==> config.mk <==
export PLATFORM = sky130hd
export DESIGN_NAME = rrg_ram
export DESIGN_NICKNAME = d
export VERILOG_FILES = /design/src/rrg_ram.sv
export SDC_FILE = /design/constraint.sdc
export NUM_CORES = 1
export LEC_CHECK = 0
export BUFFER_PORTS_ARGS = -buffer_cell sky130_fd_sc_hd__buf_2
export CAP_MARGIN = 20
export CORE_ASPECT_RATIO = 0.8
export CORE_UTILIZATION = 55
export CTS_CLUSTER_SIZE = 14
export DETAILED_ROUTE_END_ITERATION = 12
export PLACE_DENSITY = 0.76
export SETUP_SLACK_MARGIN = 0.2
export SLEW_MARGIN = 20
export SYNTH_ARGS = -nofsm -noshare
export SYNTH_HDL_FRONTEND = slang
export SYNTH_SLANG_ARGS = --single-unit
==> constraint.sdc <==
create_clock -name clk -period 2.2 [get_ports clk]
set_clock_uncertainty 0.05 [all_clocks]
set_input_delay 0.22 -clock clk [delete_from_list [all_inputs] [get_ports clk]]
set_output_delay 0.22 -clock clk [all_outputs]
set_load 0.02 [all_outputs]
==> src/rrg_ram.sv <==
// Generic single-write, single-read RAM with registered read data.
`default_nettype none
module rrg_ram #(
  parameter int W = 8,
  parameter int D = 16
) (
  input  wire logic                 clk,
  input  wire logic                 we,
  input  wire logic [$clog2(D)-1:0] waddr,
  input  wire logic [W-1:0]         wdata,
  input  wire logic                 re,
  input  wire logic [$clog2(D)-1:0] raddr,
  output logic      [W-1:0]         rdata
);

  logic [W-1:0] mem [D];

  always_ff @(posedge clk) begin
    if (we) begin
      mem[waddr] <= wdata;
    end
    if (re) begin
      rdata <= mem[raddr];
    end
  end

endmodule
`default_nettype wire

# [After elaboration in Yosys (flattened, before gate mapping)]
# Memory sizes are Yosys's and may differ from the RTL's. A register that Yosys moved wholly into a read port is not among the register bits.
# Cells that the tools add are included.
[word_totals] out_inout_bits=8 input_bits=19 ram_bits=128 regBits=0 latch_bits=0 rom_bits=0 n_memories=1
[memory_table] memory="mem" depth=16 width=8 read_ports=1 rd_clocked_by_memory_dff=1 wr=1 line_no="16" source="logic [W-1:0] mem [D];"
[classes] n_lt_le_gt_ge=0 multipliers=0 n_bitwise=0 n_div=0 muxes=2 addsub=0 n_reduce_logical=0 shift=0 eq_ne=0
[ops] cell="two-way mux 1 bit" count=2

# [Longest topological paths before layout]
[logic_depth] depth_word=2 mapped_depth=5 ltp_nobuf=3

# [Least setup slack after synthesis]
# Ideal clock, no wire load.
[synth_timing] path_type="input port to flip-flop" from="in waddr[2]" to="mem mem[0][0] (enable)" arrival_ns=1.330 setup_time_ns=0.383 required_time_ns=1.767 slack_ns=0.437 cell_stages=2 cell_sequence="or3b_2 nor3_1"
[synth_lines] item="from (decl)" line_no="9" source="input wire logic [$clog2(D)-1:0] waddr,"
[synth_lines] item="to (decl)" line_no="16"
# Straight into the memory's write port.

==> impl_metrics.toml <==
[outcome]
outcome = "finished, violations left"
violations = "DRC"

[detailed_routing]
viasPerCell = 6.04
drcViolationCount = 4
num_vias = 2454
finalWirelength_mm = 9.82
ant_nets = 0
dr.pass1.iters = 8
drt_iter0_markers = 180
wire_per_inst_um = 24.2

[critical_path]
cp.arrival_ns = 1.65
slowest_stage = "mux4_1"
ff2ff_setup_slack_ns = 0.65
crit_required_ns = 2.29
cp_max_fo = 1
worstSetupPathType = "reg2reg"
reg2reg_from = "mem[5][0]"
r2r-end = "rdata[0]"
cpPeakStageDelay_ns = 0.53
endpoint_kind = "flop"
path_cells = "mux4_1, a22oi_1, nand2_1"
worst_setup_path_start_kind = "flop"
r2r_cells = 3

[timing]
hold_viol_final = 0
fin_ws_ns = 0.646
holdWs_ns = 0.133
tightest_slew_ns = 0.703
max_freq_mhz = 643
final.setup.tns_ns = 0
grt_setup_unrepaired = "no"
layout_min_cycle_time_ns = 1.55
setup_viol = 0
finalCritPeriodShare_pct = 70.7
final_max_slew_viol_count = 0
slew_headroom_pct = 53.0

[global_route]
grt_antenna_before_repair = 0
grt_pass1_wl_mm = 14.6
grt_usage_pct = 22.0
grt_max_degree = 33
grt_pass1_vias = 2459
grt_overflow = 0

[final_layout]
syn_to_final_growth_pct = 16.1
nFillCells = 596
final_area_sq_mm = 0.00607
layout-drive-gt1-share_pct = 30.2
layout.nets = 303
antenna_cells = 0
seq_area_sq_mm = 0.00408
multiInputGateArea_sq_mm = 0.00106

[power]
power.leakage_nw = 2.07
peakVddDrop_v = 0.000607
p_sw_mw = 1.11
switching_share_pct = 19.7
p_seq_share_pct = 52.2
pwr-share-clk_pct = 42.9
p_per_area_mw_per_mm2 = 928
p_comb_share_pct = 4.9
p_int_mw = 4.53

[clocking]
clockBufferDepth = 2
post_cts_buffers = 0
cts_buffers = 17
clock-root-buffer = "clkbuf_16"
clk-insertion-delay-late_ns = 0.40
clkTransAtPathRegs_ns = 0.05
h-tree-depth = 4
ctsHoldBuffers = 0
cts.sinks = 136
cts_resized = 0
cts_tree = "done"

[worst_hold_path]
worstHoldPathCells = 1
hp-class = "in2reg"
hp-start = "re"
hold-path-endpoint = "rdata[5]"

[die]
die_x_um = 111
start_util_pct = 57.1
die_area_sq_mm = 0.00990
chipHeight_um = 89.2
top_level_ports = 27
fp-row-count = 31
core_sq_mm = 0.00915

[synthesis]
synth_area_per_cell_sq_um = 22.8
ys_ff_latch = 136
synth_warnings = 0
synth-seq-area-share_pct = 78.1
synth_nets = 248
syn_inst = 229
synth_edf_count = 136
yosys_most_used_dff = "edfxtp_1"
ys_types = 18
async_reset_ff_share_pct = 0
synth_area_sq_mm = 0.00523

[placed_design]
finalWeightedCongestion = 0.777
pre_cts_ws_ns = 0.307
dp_hpwl_mm = 6.06
io_buffers = 26
dpl-instance-area_sq_mm = 0.00558

[job]
maxCapViolCount = 0
==> cells by family (layout without fill, tap and decap cells) <==
kind of cell | after synthesis | in the layout | share of synthesized area [%]
AND/OR/NAND/NOR | 35 | 35 | 3.14
flip-flops | 136 | 136 | 78.1
multiplexers | 32 | 32 | 14.8
AO/OA/AOI/OAI | 16 | 16 | 2.30
buffers and inverters | 10 | 72 | 1.65
==> worst max-delay path, delay by kind of cell, from the launching register on <==
family / cells / cell delay, ns
DFF: 1 / 0.35
muxes: 1 / 0.53
and+or+nand+nor: 1 / 0.09
AOI/OAI and AO/OA: 1 / 0.28
==> worst max path at each step <==
stage / start / end / slack [ns] / cells past startpoint
3_5_place_dp: raddr[0] / rdata[0] / 0.31 / 5
6_report: mem[5][0] / rdata[0] / 0.65 / 3
3_3_place_gp: raddr[0] / rdata[0] / 0.32 / 5
4_1_cts: mem[5][0] / rdata[0] / 0.65 / 3
5_1_grt: mem[5][0] / rdata[0] / 0.62 / 3
2_1_floorplan: waddr[2] / mem[0][0] / 0.44 / 2
==> layer usage <==
| layer | up-vias | GRT usage [%] | part of all wire (%) |
|---|---|---|---|
| met2 | 107 | 36.0 | 49 |
| met4 | 0 | 8.22 | 1.4 |
| met1 | 1256 | 29.5 | 42 |
| li1 | 1081 | - | - |
| met3 | 10 | 5.76 | 8.2 |
| met5 | - | 0 | 0 |
==> cells in the final DEF, fill, tap and decap left out, drive strengths merged <==
cell type	Yosys	final
clkinv	0	7
edfxtp	136	136
nor2b	1	1
nor3	4	4
nand3b	2	2
and2	1	1
a22oi	16	16
clkbuf	0	18
nand2	9	9
nand3	1	1
and2b	1	1
mux4	32	32
buf	7	46
or3b	1	1
nor2	13	13
bufinv	0	1
nand2b	2	2
==> cells in the mapped netlist, types with 2 or more instances <==
library cell	count	area share, %
a22oi_1	16	2.3
nand3b_1	2	0.29
mux4_1	14	7.0
nor2_1	13	0.93
buf_2	3	0.29
nand2b_1	2	0.24
clkdlybuf4s25_2	3	0.57
buf_6	3	0.65
edfxtp_1	136	78
nand2_1	9	0.65
nor3_1	4	0.38
mux4_2	18	7.8
==> power by group through the flow <==
stage	clock, mW	sequential (mW)	combinational (mW)
2_1_floorplan	0	3.00	0.147
3_3_place_gp	0	2.99	0.270
3_5_place_dp	0	2.99	0.278
4_1_cts	2.45	2.94	0.280
5_1_grt	2.57	2.94	0.296
6_report	2.42	2.94	0.276
==> state kept, by name (all words and copies together) (netlist names) <==
| signal | count |
|---|---|
| mem | 128 |
| rdata | 8 |
==> cell type report <==
type | instances | area share, %
well taps | 115 | 2.37
multi-input cells | 83 | 17.4
flip-flops and latches | 136 | 67.3
clock buffers | 18 | 7.07
clock inverters | 8 | 1.03
repair buffers | 46 | 4.82
==> metrics by stage <==
| step | utilization [%] | cells | power, mW |
|---|---|---|---|
| 4_1_cts | 66.3 | 406 | 5.67 |
| 5_1_grt | 66.3 | 406 | 5.80 |
| 6_report | 66.3 | 406 | 5.63 |
| 2_1_floorplan | - | 229 | 3.15 |
| 3_3_place_gp | 60.9 | 380 | 3.26 |
| 3_5_place_dp | 60.9 | 380 | 3.27 |
Note: power is estimated with default switching activity, not from simulation.
